<file path="src/rtl/bpc_pkg.sv">
// shared types and constants for the barometer pressure compensation unit
package bpc_pkg;

   // raw word layout
   localparam int WORD_W = 16;
   localparam int ADC_W  = 10;
   localparam int ADC_LSB = 6;

   // datapath widths
   localparam int COEFF_W  = 16;
   localparam int CROSS_W  = 14;
   localparam int SUM_W    = 37;
   localparam int PROD_W   = 54;
   localparam int MID_W    = 36;
   localparam int DIVIN_W  = 31;
   localparam int PRESS_W  = 21;
   localparam int TEMP_W   = 16;

   // pressure scaling
   localparam logic signed [PROD_W-1:0] PRESS_ROUND = 54'sd134086656;  // 1023 * 2^17
   localparam int                       PRESS_SHIFT = 18;
   localparam logic signed [MID_W-1:0]  CLIP_LO     = -36'sd818400000; // -800000 * 1023
   localparam logic signed [MID_W-1:0]  CLIP_HI     = 36'sd1326986496; // 1297152 * 1023
   localparam logic signed [MID_W-1:0]  PRESS_BIAS  = 36'sd818400000;
   localparam logic [21:0]              PRESS_RECIP = 22'd2099202;     // floor(2^31 / 1023)
   localparam logic [31:0]              PRESS_DIV   = 32'd1023;
   localparam logic [PRESS_W-1:0]       PRESS_MAX   = 21'h1FFFFF;

   // temperature scaling
   localparam logic [23:0] TEMP_NUM   = 24'd10475735;
   localparam logic [23:0] TEMP_RECIP = 24'd10034970; // floor(2^30 / 107)
   localparam logic [22:0] TEMP_DIV   = 23'd107;
   localparam logic [16:0] TEMP_BIAS  = 17'd18722;

   // pipeline depth from accept to result strobe
   localparam int LATENCY = 7;

   typedef enum logic [1:0] {
      CSR_OFFSET      = 2'd0,
      CSR_PRESS_SLOPE = 2'd1,
      CSR_TEMP_SLOPE  = 2'd2,
      CSR_CROSS       = 2'd3
   } csr_index_type;

endpackage

</file>
<file path="src/rtl/barometer_pressure_compensation_unit.sv">
// barometer pressure and temperature compensation, seven-stage pipeline
// throughput: one request per cycle, every stage advances each cycle and never stalls
// busy is high only while reset is high, so start is taken in any other cycle
// reset is synchronous: it clears the coefficients to zero and drops all in-flight requests
// the results cannot be held off, so the 7-stage depth is set by the pressure path multiplies
module barometer_pressure_compensation_unit (
   input  logic                              clock,
   input  logic                              reset,
   input  logic                              start,
   output logic                              busy,
   input  logic [bpc_pkg::WORD_W-1:0]        req_pressure_word,
   input  logic [bpc_pkg::WORD_W-1:0]        req_temperature_word,
   output logic                              rsp_strobe,
   output logic [bpc_pkg::PRESS_W-1:0]       rsp_pressure_sixteenth_pa,
   output logic                              rsp_pressure_clipped,
   output logic signed [bpc_pkg::TEMP_W-1:0] rsp_temperature_q8,
   input  logic                              csr_write_enable,
   input  logic [1:0]                        csr_index,
   input  logic [bpc_pkg::COEFF_W-1:0]       csr_write_data
);

   // ------------------------------------------------------------------
   // calibration registers
   // ------------------------------------------------------------------
   logic signed [bpc_pkg::COEFF_W-1:0] a0_ff;   // offset, Q12.3
   logic signed [bpc_pkg::COEFF_W-1:0] b1_ff;   // pressure slope, Q2.13
   logic signed [bpc_pkg::COEFF_W-1:0] b2_ff;   // temperature slope, Q1.14
   logic        [bpc_pkg::CROSS_W-1:0] c12_ff;  // cross term, unsigned Q0.22

   bpc_pkg::csr_index_type csr_sel;
   assign csr_sel = bpc_pkg::csr_index_type'(csr_index);

   always_ff @(posedge clock) begin
      if (reset) begin
         a0_ff  <= '0;
         b1_ff  <= '0;
         b2_ff  <= '0;
         c12_ff <= '0;
      end else if (csr_write_enable) begin
         case (csr_sel)
            bpc_pkg::CSR_OFFSET:      a0_ff  <= csr_write_data;
            bpc_pkg::CSR_PRESS_SLOPE: b1_ff  <= csr_write_data;
            bpc_pkg::CSR_TEMP_SLOPE:  b2_ff  <= csr_write_data;
            bpc_pkg::CSR_CROSS:       c12_ff <= csr_write_data[bpc_pkg::CROSS_W-1:0];
            default: begin
            end
         endcase
      end
   end

   // ------------------------------------------------------------------
   // handshake: every stage moves each cycle, only reset holds requests off
   // ------------------------------------------------------------------
   logic req_accept;
   assign busy       = reset;
   assign req_accept = start && !busy;

   logic [bpc_pkg::LATENCY-1:0] valid_ff;
   logic [bpc_pkg::LATENCY-1:0] valid_in;

   assign valid_in = {valid_ff[bpc_pkg::LATENCY-2:0], req_accept};

   always_ff @(posedge clock) begin
      if (reset) begin
         valid_ff <= '0;
      end else begin
         valid_ff <= valid_in;
      end
   end

   // ------------------------------------------------------------------
   // stage 1: adc codes, coefficient products, temperature numerator
   // ------------------------------------------------------------------
   logic        [bpc_pkg::ADC_W-1:0] p_code;
   logic        [bpc_pkg::ADC_W-1:0] t_code;
   logic signed [26:0]               bp_in, bp_ff;    // b1 * p
   logic signed [26:0]               bt_in, bt_ff;    // b2 * t
   logic        [23:0]               ct_in, ct_ff;    // c12 * t
   logic        [bpc_pkg::ADC_W-1:0] p1_in, p1_ff;
   logic        [22:0]               ty1_in, ty1_ff;  // half of the biased temperature numerator
   logic        [23:0]               tnum;

   assign p_code = req_pressure_word[bpc_pkg::WORD_W-1:bpc_pkg::ADC_LSB];
   assign t_code = req_temperature_word[bpc_pkg::WORD_W-1:bpc_pkg::ADC_LSB];

   always_comb begin
      bp_in = b1_ff * $signed({1'b0, p_code});
      bt_in = b2_ff * $signed({1'b0, t_code});
      ct_in = c12_ff * t_code;
      p1_in = p_code;
      // 10475735 - 10240*t, never negative
      tnum   = bpc_pkg::TEMP_NUM - (24'(t_code) << 13) - (24'(t_code) << 11);
      ty1_in = tnum[23:1];
   end

   // ------------------------------------------------------------------
   // stage 2: cross product, aligned partial sum, temperature quotient estimate
   // ------------------------------------------------------------------
   logic        [33:0]                ctp_in, ctp_ff;
   logic signed [bpc_pkg::SUM_W-1:0]  part_in, part_ff;
   logic        [15:0]                tq0_in, tq0_ff;
   logic        [22:0]                ty2_in, ty2_ff;
   logic        [46:0]                tprod;

   always_comb begin
      ctp_in  = ct_ff * p1_ff;
      part_in = (bpc_pkg::SUM_W'(a0_ff) <<< 19)
              + (bpc_pkg::SUM_W'(bp_ff) <<< 9)
              + (bpc_pkg::SUM_W'(bt_ff) <<< 8);
      tprod   = 47'(ty1_ff) * 47'(bpc_pkg::TEMP_RECIP);
      tq0_in  = tprod[45:30];
      ty2_in  = ty1_ff;
   end

   // ------------------------------------------------------------------
   // stage 3: full polynomial on the 2^-22 scale, temperature correction
   // ------------------------------------------------------------------
   logic signed [bpc_pkg::SUM_W-1:0]  s_in, s_ff;
   logic signed [bpc_pkg::TEMP_W-1:0] tq3_in, tq3_ff;
   logic        [22:0]                trem;
   logic        [16:0]                tquot;

   always_comb begin
      s_in  = part_ff + $signed({3'b000, ctp_ff});
      // estimate is low by at most one
      trem  = ty2_ff - 23'(tq0_ff * bpc_pkg::TEMP_DIV);
      tquot = 17'(tq0_ff) + ((trem >= bpc_pkg::TEMP_DIV) ? 17'd1 : 17'd0);
      tq3_in = bpc_pkg::TEMP_W'(tquot - bpc_pkg::TEMP_BIAS);
   end

   // ------------------------------------------------------------------
   // stage 4: scale by 65000 with shift-adds, add rounding half, drop 18 bits
   // ------------------------------------------------------------------
   logic signed [bpc_pkg::MID_W-1:0]  m_in, m_ff;
   logic signed [bpc_pkg::TEMP_W-1:0] tq4_ff;
   logic signed [bpc_pkg::PROD_W-1:0] sx;
   logic signed [bpc_pkg::PROD_W-1:0] scaled;

   always_comb begin
      sx     = bpc_pkg::PROD_W'(s_ff);
      // 65000 = 65536 - 512 - 16 - 8
      scaled = (sx <<< 16) - (sx <<< 9) - (sx <<< 4) - (sx <<< 3) + bpc_pkg::PRESS_ROUND;
      m_in   = scaled[bpc_pkg::PROD_W-1:bpc_pkg::PRESS_SHIFT];
   end

   // ------------------------------------------------------------------
   // stage 5: range check and bias into an unsigned dividend
   // ------------------------------------------------------------------
   logic                              lo5_in, lo5_ff;
   logic                              hi5_in, hi5_ff;
   logic        [bpc_pkg::DIVIN_W-1:0] x5_in, x5_ff;
   logic signed [bpc_pkg::MID_W-1:0]   biased;
   logic signed [bpc_pkg::TEMP_W-1:0]  tq5_ff;

   always_comb begin
      lo5_in = m_ff < bpc_pkg::CLIP_LO;
      hi5_in = m_ff >= bpc_pkg::CLIP_HI;
      biased = m_ff + bpc_pkg::PRESS_BIAS;
      // only meaningful when neither clip flag is set
      x5_in  = biased[bpc_pkg::DIVIN_W-1:0];
   end

   // ------------------------------------------------------------------
   // stage 6: divide by 1023 through the reciprocal
   // ------------------------------------------------------------------
   logic        [bpc_pkg::PRESS_W-1:0] q6_in, q6_ff;
   logic        [bpc_pkg::DIVIN_W-1:0] x6_ff;
   logic                               lo6_ff, hi6_ff;
   logic        [52:0]                 pprod;
   logic signed [bpc_pkg::TEMP_W-1:0]  tq6_ff;

   always_comb begin
      pprod = 53'(x5_ff) * 53'(bpc_pkg::PRESS_RECIP);
      q6_in = pprod[51:31];
   end

   // ------------------------------------------------------------------
   // stage 7: quotient correction and saturation into the result register
   // ------------------------------------------------------------------
   logic        [bpc_pkg::PRESS_W-1:0] press7_in, press7_ff;
   logic                               clip7_in, clip7_ff;
   logic                               lo7_ff, hi7_ff;
   logic signed [bpc_pkg::TEMP_W-1:0]  tq7_ff;
   logic        [31:0]                 prem;
   logic        [bpc_pkg::PRESS_W-1:0] pquot;

   always_comb begin
      // q*1023 = q*1024 - q
      prem  = 32'(x6_ff) - ((32'(q6_ff) << 10) - 32'(q6_ff));
      pquot = q6_ff + ((prem >= bpc_pkg::PRESS_DIV) ? 21'd1 : 21'd0);
      if (lo6_ff) begin
         press7_in = '0;
      end else if (hi6_ff) begin
         press7_in = bpc_pkg::PRESS_MAX;
      end else begin
         press7_in = pquot;
      end
      clip7_in = lo6_ff || hi6_ff;
   end

   // payload registers, no reset
   always_ff @(posedge clock) begin
      bp_ff     <= bp_in;
      bt_ff     <= bt_in;
      ct_ff     <= ct_in;
      p1_ff     <= p1_in;
      ty1_ff    <= ty1_in;
      ctp_ff    <= ctp_in;
      part_ff   <= part_in;
      tq0_ff    <= tq0_in;
      ty2_ff    <= ty2_in;
      s_ff      <= s_in;
      tq3_ff    <= tq3_in;
      m_ff      <= m_in;
      tq4_ff    <= tq3_ff;
      lo5_ff    <= lo5_in;
      hi5_ff    <= hi5_in;
      x5_ff     <= x5_in;
      tq5_ff    <= tq4_ff;
      q6_ff     <= q6_in;
      x6_ff     <= x5_ff;
      lo6_ff    <= lo5_ff;
      hi6_ff    <= hi5_ff;
      tq6_ff    <= tq5_ff;
      press7_ff <= press7_in;
      clip7_ff  <= clip7_in;
      lo7_ff    <= lo6_ff;
      hi7_ff    <= hi6_ff;
      tq7_ff    <= tq6_ff;
   end

   assign rsp_strobe                = valid_ff[bpc_pkg::LATENCY-1];
   assign rsp_pressure_sixteenth_pa = press7_ff;
   assign rsp_pressure_clipped      = clip7_ff;
   assign rsp_temperature_q8        = tq7_ff;

   // ------------------------------------------------------------------
   // assertions
   // ------------------------------------------------------------------
   a_latency : assert property (@(posedge clock) disable iff (reset)
      rsp_strobe == $past(req_accept, bpc_pkg::LATENCY))
      else $error("result strobe does not follow an accepted request");

   a_clip_value : assert property (@(posedge clock) disable iff (reset)
      (rsp_strobe && rsp_pressure_clipped) |->
      (rsp_pressure_sixteenth_pa == '0 || rsp_pressure_sixteenth_pa == bpc_pkg::PRESS_MAX))
      else $error("clipped pressure is not at a range limit");

   a_clip_excl : assert property (@(posedge clock) disable iff (reset)
      rsp_strobe |-> !(lo7_ff && hi7_ff))
      else $error("pressure clipped both low and high");

   // code 0 gives the top value, code 1023 gives -18721, one above the bottom bound
   a_temp_range : assert property (@(posedge clock) disable iff (reset)
      rsp_strobe |-> (rsp_temperature_q8 >= -16'sd18722 && rsp_temperature_q8 <= 16'sd30230))
      else $error("temperature result out of its range");

endmodule
</file>
<file path="config.mk">
export PLATFORM = sky130hd
export DESIGN_NAME = barometer_pressure_compensation_unit
export DESIGN_NICKNAME = d
export VERILOG_FILES = /design/src/rtl/bpc_pkg.sv /design/src/rtl/barometer_pressure_compensation_unit.sv
export SDC_FILE = /design/constraint.sdc
export NUM_CORES = 2
export LEC_CHECK = 0
export BUFFER_PORTS_ARGS = -buffer_cell sky130_fd_sc_hd__buf_2
export CELL_PAD_IN_SITES_DETAIL_PLACEMENT = 0
export CELL_PAD_IN_SITES_GLOBAL_PLACEMENT = 1
export CORE_UTILIZATION = 52
export DETAILED_ROUTE_END_ITERATION = 8
export PLACE_DENSITY = 0.81
export SLEW_MARGIN = 10
export SYNTH_ARGS = -nofsm -noshare
export SYNTH_HDL_FRONTEND = slang
export SYNTH_SLANG_ARGS = --single-unit
export TNS_END_PERCENT = 20
</file>
<file path="constraint.sdc">
create_clock -name clock -period 8.38 [get_ports clock]
set_input_delay 0.419 -clock clock [delete_from_list [all_inputs] [get_ports clock]]
set_output_delay 0.419 -clock clock [all_outputs]
set_load 0.01 [all_outputs]
</file>
# Word level (Yosys, flattened, before mapping)
# Cells that the tools add are included.
op_classes:
  muxes: 3
  n_reduce_logical: 8
  multipliers: 7
  addsub: 16
  order_cmp: 4
  eq_ne: 3
op_table:
  columns: ["operator", "n"]
  rows:
  - ["adder 37 x 35 -> 37 bit", 2]
  - ["adder 54 x 28 -> 54 bit (second input constant)", 1]
  - ["multiplier 16 x 11 -> 27 bit", 2]
  - ["subtractor 53 x 46 -> 54 bit", 1]
  - ["subtractor 54 x 40 -> 54 bit", 1]
  - ["subtractor 54 x 41 -> 54 bit", 1]
  - ["multiplier 31 x 21 -> 51 bit (second input constant)", 1]
  - ["multiplier 23 x 23 -> 45 bit (second input constant)", 1]
  - ["adder 35 x 36 -> 37 bit", 1]
  - ["greater-or-equal comparator 36 x 32 -> 1 bit (second input constant)", 1]
  - ["< comparator 36 x 31 -> 1 bit (second input constant)", 1]
  - ["multiplier 24 x 10 -> 34 bit", 1]
  - ["greater-or-equal comparator 32 x 10 -> 1 bit (second input constant)", 1]
  - ["subtractor 31 x 21 -> 32 bit", 1]
  - ["subtractor 31 x 32 -> 32 bit", 1]
  - ["adder 31 bit (second input constant)", 1]
  - ["multiplier 14 x 10 -> 24 bit", 1]
  - ["subtractor 24 x 21 -> 24 bit", 1]
  - ["subtractor 24 x 23 -> 24 bit (first input constant)", 1]
  - ["greater-or-equal comparator 23 x 7 -> 1 bit (second input constant)", 1]
  - ["multiplier 16 x 7 -> 23 bit (second input constant)", 1]
  - ["subtractor 23 bit", 1]
  - ["adder 21 x 1 -> 21 bit", 1]
  - ["2-to-1 mux 21 bit", 1]
  - ["other kinds (10)", 15]
totals:
  output_inout_bits: 40
  word_cells: 71
  in_bits: 54
  reg_bits: 552

# Logic depth before layout (Yosys ltp)
logic_depth:
  ltp_word: 6
  ltp_mapped: 31
  mapped_depth_nobuf: 31

# Worst setup path after synthesis
# Ideal clock, no wire load.
synth_timing:
  path_type: "reg-to-reg"
  startpoint: "register ty1_ff[11]"
  endpoint: "register tq0_ff[15]"
  stages_incl_launch_ff: 24
  arrival_ns: 6.119
  path_slack_ns: 2.188
  n_path_buf: 0
  setup_ns: 0.072
  cell_sequence: "dfxtp_1 inv_1 fa_1 inv_1 ha_1 inv_1 fa_1 inv_1 ha_1 fa_1 fa_1 fa_1 ha_1 a2111o_1 o2111ai_1 a41oi_1 o21ai_0 a2111oi_1 a311o_1 and4_1 o31a_1 o21a_1 nor2_1 xnor2_1"
synth_via:
  elab_chain_len: 1
synth_rtl:
  columns: ["element", "line", "text"]
  rows:
  - ["start, declared", "barometer_pressure_compensation_unit.sv:80", "logic [22:0] ty1_in, ty1_ff;"]
  - ["start signal, assigned", "barometer_pressure_compensation_unit.sv:207", "ty1_ff <= ty1_in;"]
  - ["multiplier 23 x 23 -> 45 bit", "barometer_pressure_compensation_unit.sv:110", "tprod = 47'(ty1_ff) * 47'(bpc_pkg::TEMP_RECIP);"]
  - ["named net tprod[45]", "barometer_pressure_compensation_unit.sv:103", "logic [46:0] tprod;"]
  - ["end signal, assigned", "barometer_pressure_compensation_unit.sv:210", "tq0_ff <= tq0_in;"]
  - ["end, declared", "barometer_pressure_compensation_unit.sv:101", "logic [15:0] tq0_in, tq0_ff;"]
# The timed path passes the listed nets, and every way through them passes these cells.
# A chain may end at the register's enable or synchronous reset.

# Final worst setup path
layout_timing:
  startpoint: "register tq0_ff[3]"
  endpoint: "register tq3_ff[14] (netlist bit)"
layout_via:
  elab_chain_len: 6
layout_rtl:
  columns: ["element", "line", "text"]
  rows:
  - ["multiplier 16 x 7 -> 23 bit", "barometer_pressure_compensation_unit.sv:126", "trem = ty2_ff - 23'(tq0_ff * bpc_pkg::TEMP_DIV);"]
  - ["subtractor 23 bit", "barometer_pressure_compensation_unit.sv:126", null]
  - ["greater-or-equal comparator 23 x 7 -> 1 bit", "barometer_pressure_compensation_unit.sv:127", "tquot = 17'(tq0_ff) + ((trem >= bpc_pkg::TEMP_DIV) ? 17'd1 : 17'd0);"]
  - ["2-to-1 mux 1 bit", "barometer_pressure_compensation_unit.sv:127", null]
  - ["adder 16 x 1 -> 16 bit (*)", "barometer_pressure_compensation_unit.sv:127", null]
  - ["subtractor 16 x 15 -> 16 bit (*)", "barometer_pressure_compensation_unit.sv:128", "tq3_in = bpc_pkg::TEMP_W'(tquot - bpc_pkg::TEMP_BIAS);"]
  - ["named net tq3_in, one bit", "barometer_pressure_compensation_unit.sv:119", "logic signed [bpc_pkg::TEMP_W-1:0] tq3_in, tq3_ff;"]
  - ["end signal, assigned", "barometer_pressure_compensation_unit.sv:213", "tq3_ff <= tq3_in;"]
  - ["end, declared", "barometer_pressure_compensation_unit.sv:119", null]
# Mark *: on every way through the listed nets, which the timed path passes. The rest lies on a longest branch.

==> flow_summary.ini <==
[run_status]
outcome = finished, final reports clean

[sta]
tightest_slew_ps = 1160
max_freq_ghz = 0.137
setup-violations-final = 0
grt_setup_unrepaired = false
relSlewSlack = 0.225
fin_crit_sh = 0.869
drv_slew = 0
final.setup_skew_ps = 29.8
fin_setup_tns_ps = 0
min_period_ps = 7280
finalHoldViolations = 0

[cells_and_area]
layout_commonest_cell = inv_1
finalNonFillerCells = 7608
final_nets = 7852
final_cell_mix = 1062 x inv_1, 903 x ha_1, 810 x fa_1
area_growth_pct = 6.59
final.fill_count = 9939
layout-drive-gt1-share = 0.0396

[worst_setup_path]
reg2reg_slack_ps = 1100
slowest_stage = fa_1
r2r_end = tq3_ff[14]$_DFF_P_
end_kind = register
max_stage_delay_ps = 550
reg2regPathDepth = 30
critPathBufInv = 5
r2r-start = tq0_ff[3]$_DFF_P_
worstSetupStartpointType = register
crit_family = compound AO/OA/AOI/OAI gates
path_max_fanout = 6
arrival_ps = 7840
critPathKind = register to register
required_ps = 8940

[yosys]
avgSynthCellArea_sq_um = 9.50
synth_fa_ha_area_frac = 0.476
ys_async_sr_fraction = 0
synthesis.nets = 7851
netlist_area_sq_mm = 0.0578
synth-seq-cells = 524
synthCells = 6084
synth_mux_area_frac = 0.00113
synth_warnings = 0
synthSimpleGateAreaFrac = 0.127
ys_types = 90
synth_edf_count = 0
ys_seq_area_frac = 0.181
synth_compound_area_frac = 0.0907
synth_top_family_by_area = adder cells
synth-xor-area-share = 0.0436
synth_ff_type = dfxtp_1

[die]
die_area_sq_mm = 0.113
initial_core_util = 0.527
core_area_sq_mm = 0.110
ios = 94
die_w_microns = 335
die_y_microns = 335
num_rows = 121

[drt]
route.met3.wl_mm = 4.11
drt-total-wl_mm = 127
met1Wirelength_mm = 55.2
vias = 40200
top_layer_used = met5
dr.pass1.iters = 7
route.met2.wl_mm = 63.2
wl_per_cell_microns = 16.6
vias_per_cell = 5.28
first_iter_violations = 1696
final_antenna_net_count = 0
drc = 0

[clock_network]
cts.sinks = 524
cts-resized-gates = 0
clk_pin_slew_ps = 70
cts_root_buf = clkbuf_16
cts_buffers = 59
clk_latency_ps = 670
tritoncts = yes
htree_levels = 2
clock_path_buffers = 3

[grt]
grt_pass1_wl_mm = 215
overflow = 0
antenna_found_initial = 4
grt_max_degree = 70
grtUsageTotal = 0.237
grt_pass1_vias = 43000

[worst_hold_path]
worstHoldPathCells = 3
hold_end = b2_ff[14]$_SDFFE_PP0P_
hold_path.class = input port to register
min-delay-start = csr_write_data[14]

[run]
max_cap_violations = 0

[placement]
dp_cells = 7499
io_buffers = 81
hpwl_mm = 103
place.gp.congestion = 0.874
## synth_stat cells (7+ instances only)
master	n	area share
a2111oi_0	7	0.0011
a211o_1	12	0.0018
a211oi_1	25	0.0032
a21o_1	105	0.014
a21oi_1	296	0.026
a31oi_1	23	0.0025
a41oi_1	9	0.0014
and2_1	350	0.038
and3_1	28	0.0030
and4_1	9	0.0014
clkbuf_1	159	0.010
dfxtp_1	524	0.18
fa_1	810	0.28
ha_1	903	0.20
inv_1	1062	0.069
nand2_1	629	0.041
nand2b_1	37	0.0040
nand3_1	59	0.0051
nand4_1	28	0.0030
nor2_1	191	0.012
nor2b_1	47	0.0051
nor3_1	67	0.0058
nor3b_1	8	0.0010
nor4_1	14	0.0015
o2111ai_1	7	0.0011
o211ai_1	16	0.0021
o21a_1	57	0.0074
o21ai_0	119	0.010
o21ai_1	7	0.00061
o21bai_1	19	0.0025
o31a_1	9	0.0014
o31ai_1	15	0.0019
or2_2	9	0.00097
or3_1	15	0.0016
or4_1	7	0.00091
xnor2_1	204	0.031
xor2_1	84	0.013
## worst min-delay path, cell delays in order
cell and delay (ps):
buf_2 130, nand2_1 60, a21oi_1 50
## cells by family after synthesis
logic type               after synthesis
XOR/XNOR                             288
flip-flops                           524
AND/OR/NAND/NOR                     1513
AO/OA/AOI/OAI                        809
multiplexers                           6
adder cells (fa/ha/maj)             1713
buffers and inverters               1231
## how the worst max path moves through the flow
| stage | slack (ps) | cells after the start | start | to |
|---|---|---|---|---|
| final | 1100 | 30 | tq0_ff[3]$_DFF_P_ | tq3_ff[14]$_DFF_P_ |
| after floorplan | 2190 | 23 | ty1_ff[11]$_DFF_P_ | tq0_ff[15]$_DFF_P_ |
| after global routing | 470 | 30 | tq0_ff[3]$_DFF_P_ | tq3_ff[14]$_DFF_P_ |
| after global placement | 1260 | 21 | ty1_ff[18]$_DFF_P_ | tq0_ff[15]$_DFF_P_ |
| after CTS | 1050 | 30 | tq0_ff[3]$_DFF_P_ | tq3_ff[14]$_DFF_P_ |
| after detailed placement | 1060 | 30 | tq0_ff[3]$_DFF_P_ | tq3_ff[14]$_DFF_P_ |
## per-stage QoR
| step | hold WS [ps] | util | setup slack [ps] | cell area (sq um) |
|---|---|---|---|---|
| 2_1_floorplan | 310 | - | 2190 | 57800 |
| 3_3_place_gp | 310 | 0.544 | 1260 | 59600 |
| 3_5_place_dp | 312 | 0.544 | 1060 | 59600 |
| 4_1_cts | 7.14 | 0.562 | 1050 | 61600 |
| 5_1_grt | 18.6 | 0.562 | 472 | 61600 |
| 6_report | 37.0 | 0.562 | 1100 | 61600 |
## registers in the layout, indices dropped and copies added, names as in the netlist, 14 cells and up
register and cells:
s_ff 37, m_ff 36, ctp_ff 34, x5_ff 31, x6_ff 31, part_ff 29
bp_ff 27, bt_ff 27, ct_ff 24, q6_ff 21, rsp_pressure_sixteenth_pa 21, a0_ff 16
b1_ff 16, b2_ff 16, rsp_temperature_q8 16, tq0_ff 16, tq3_ff 16, tq4_ff 16
tq5_ff 16, tq6_ff 16, c12_ff 14
## metal layers
metal  GRT usage  vias up
li1            -    19500
met1       0.297    19900
met2       0.425      611
met3      0.0268      204
met4      0.0725        6
met5           0        -
## layout make-up
class,count,area (sq um),area share
flip-flops and latches,524,10500,0.170
repair buffers,106,596,0.00966
diodes,1,2.50,0.0000406
clock buffers,74,1620,0.0264
well taps,1476,1850,0.0300
inverters,1065,4000,0.0649
multi-input cells,4329,42700,0.693
clock inverters,33,384,0.00623
## what timing repair did
item                                   CTS  global route
hold buffers                             1             0
buffers inserted                         0             0
endpoints found under the hold margin    1             0
Power is left out: the tool's default activity adds up to more than one toggle a clock period on the data nets, which glitch-free logic cannot reach.
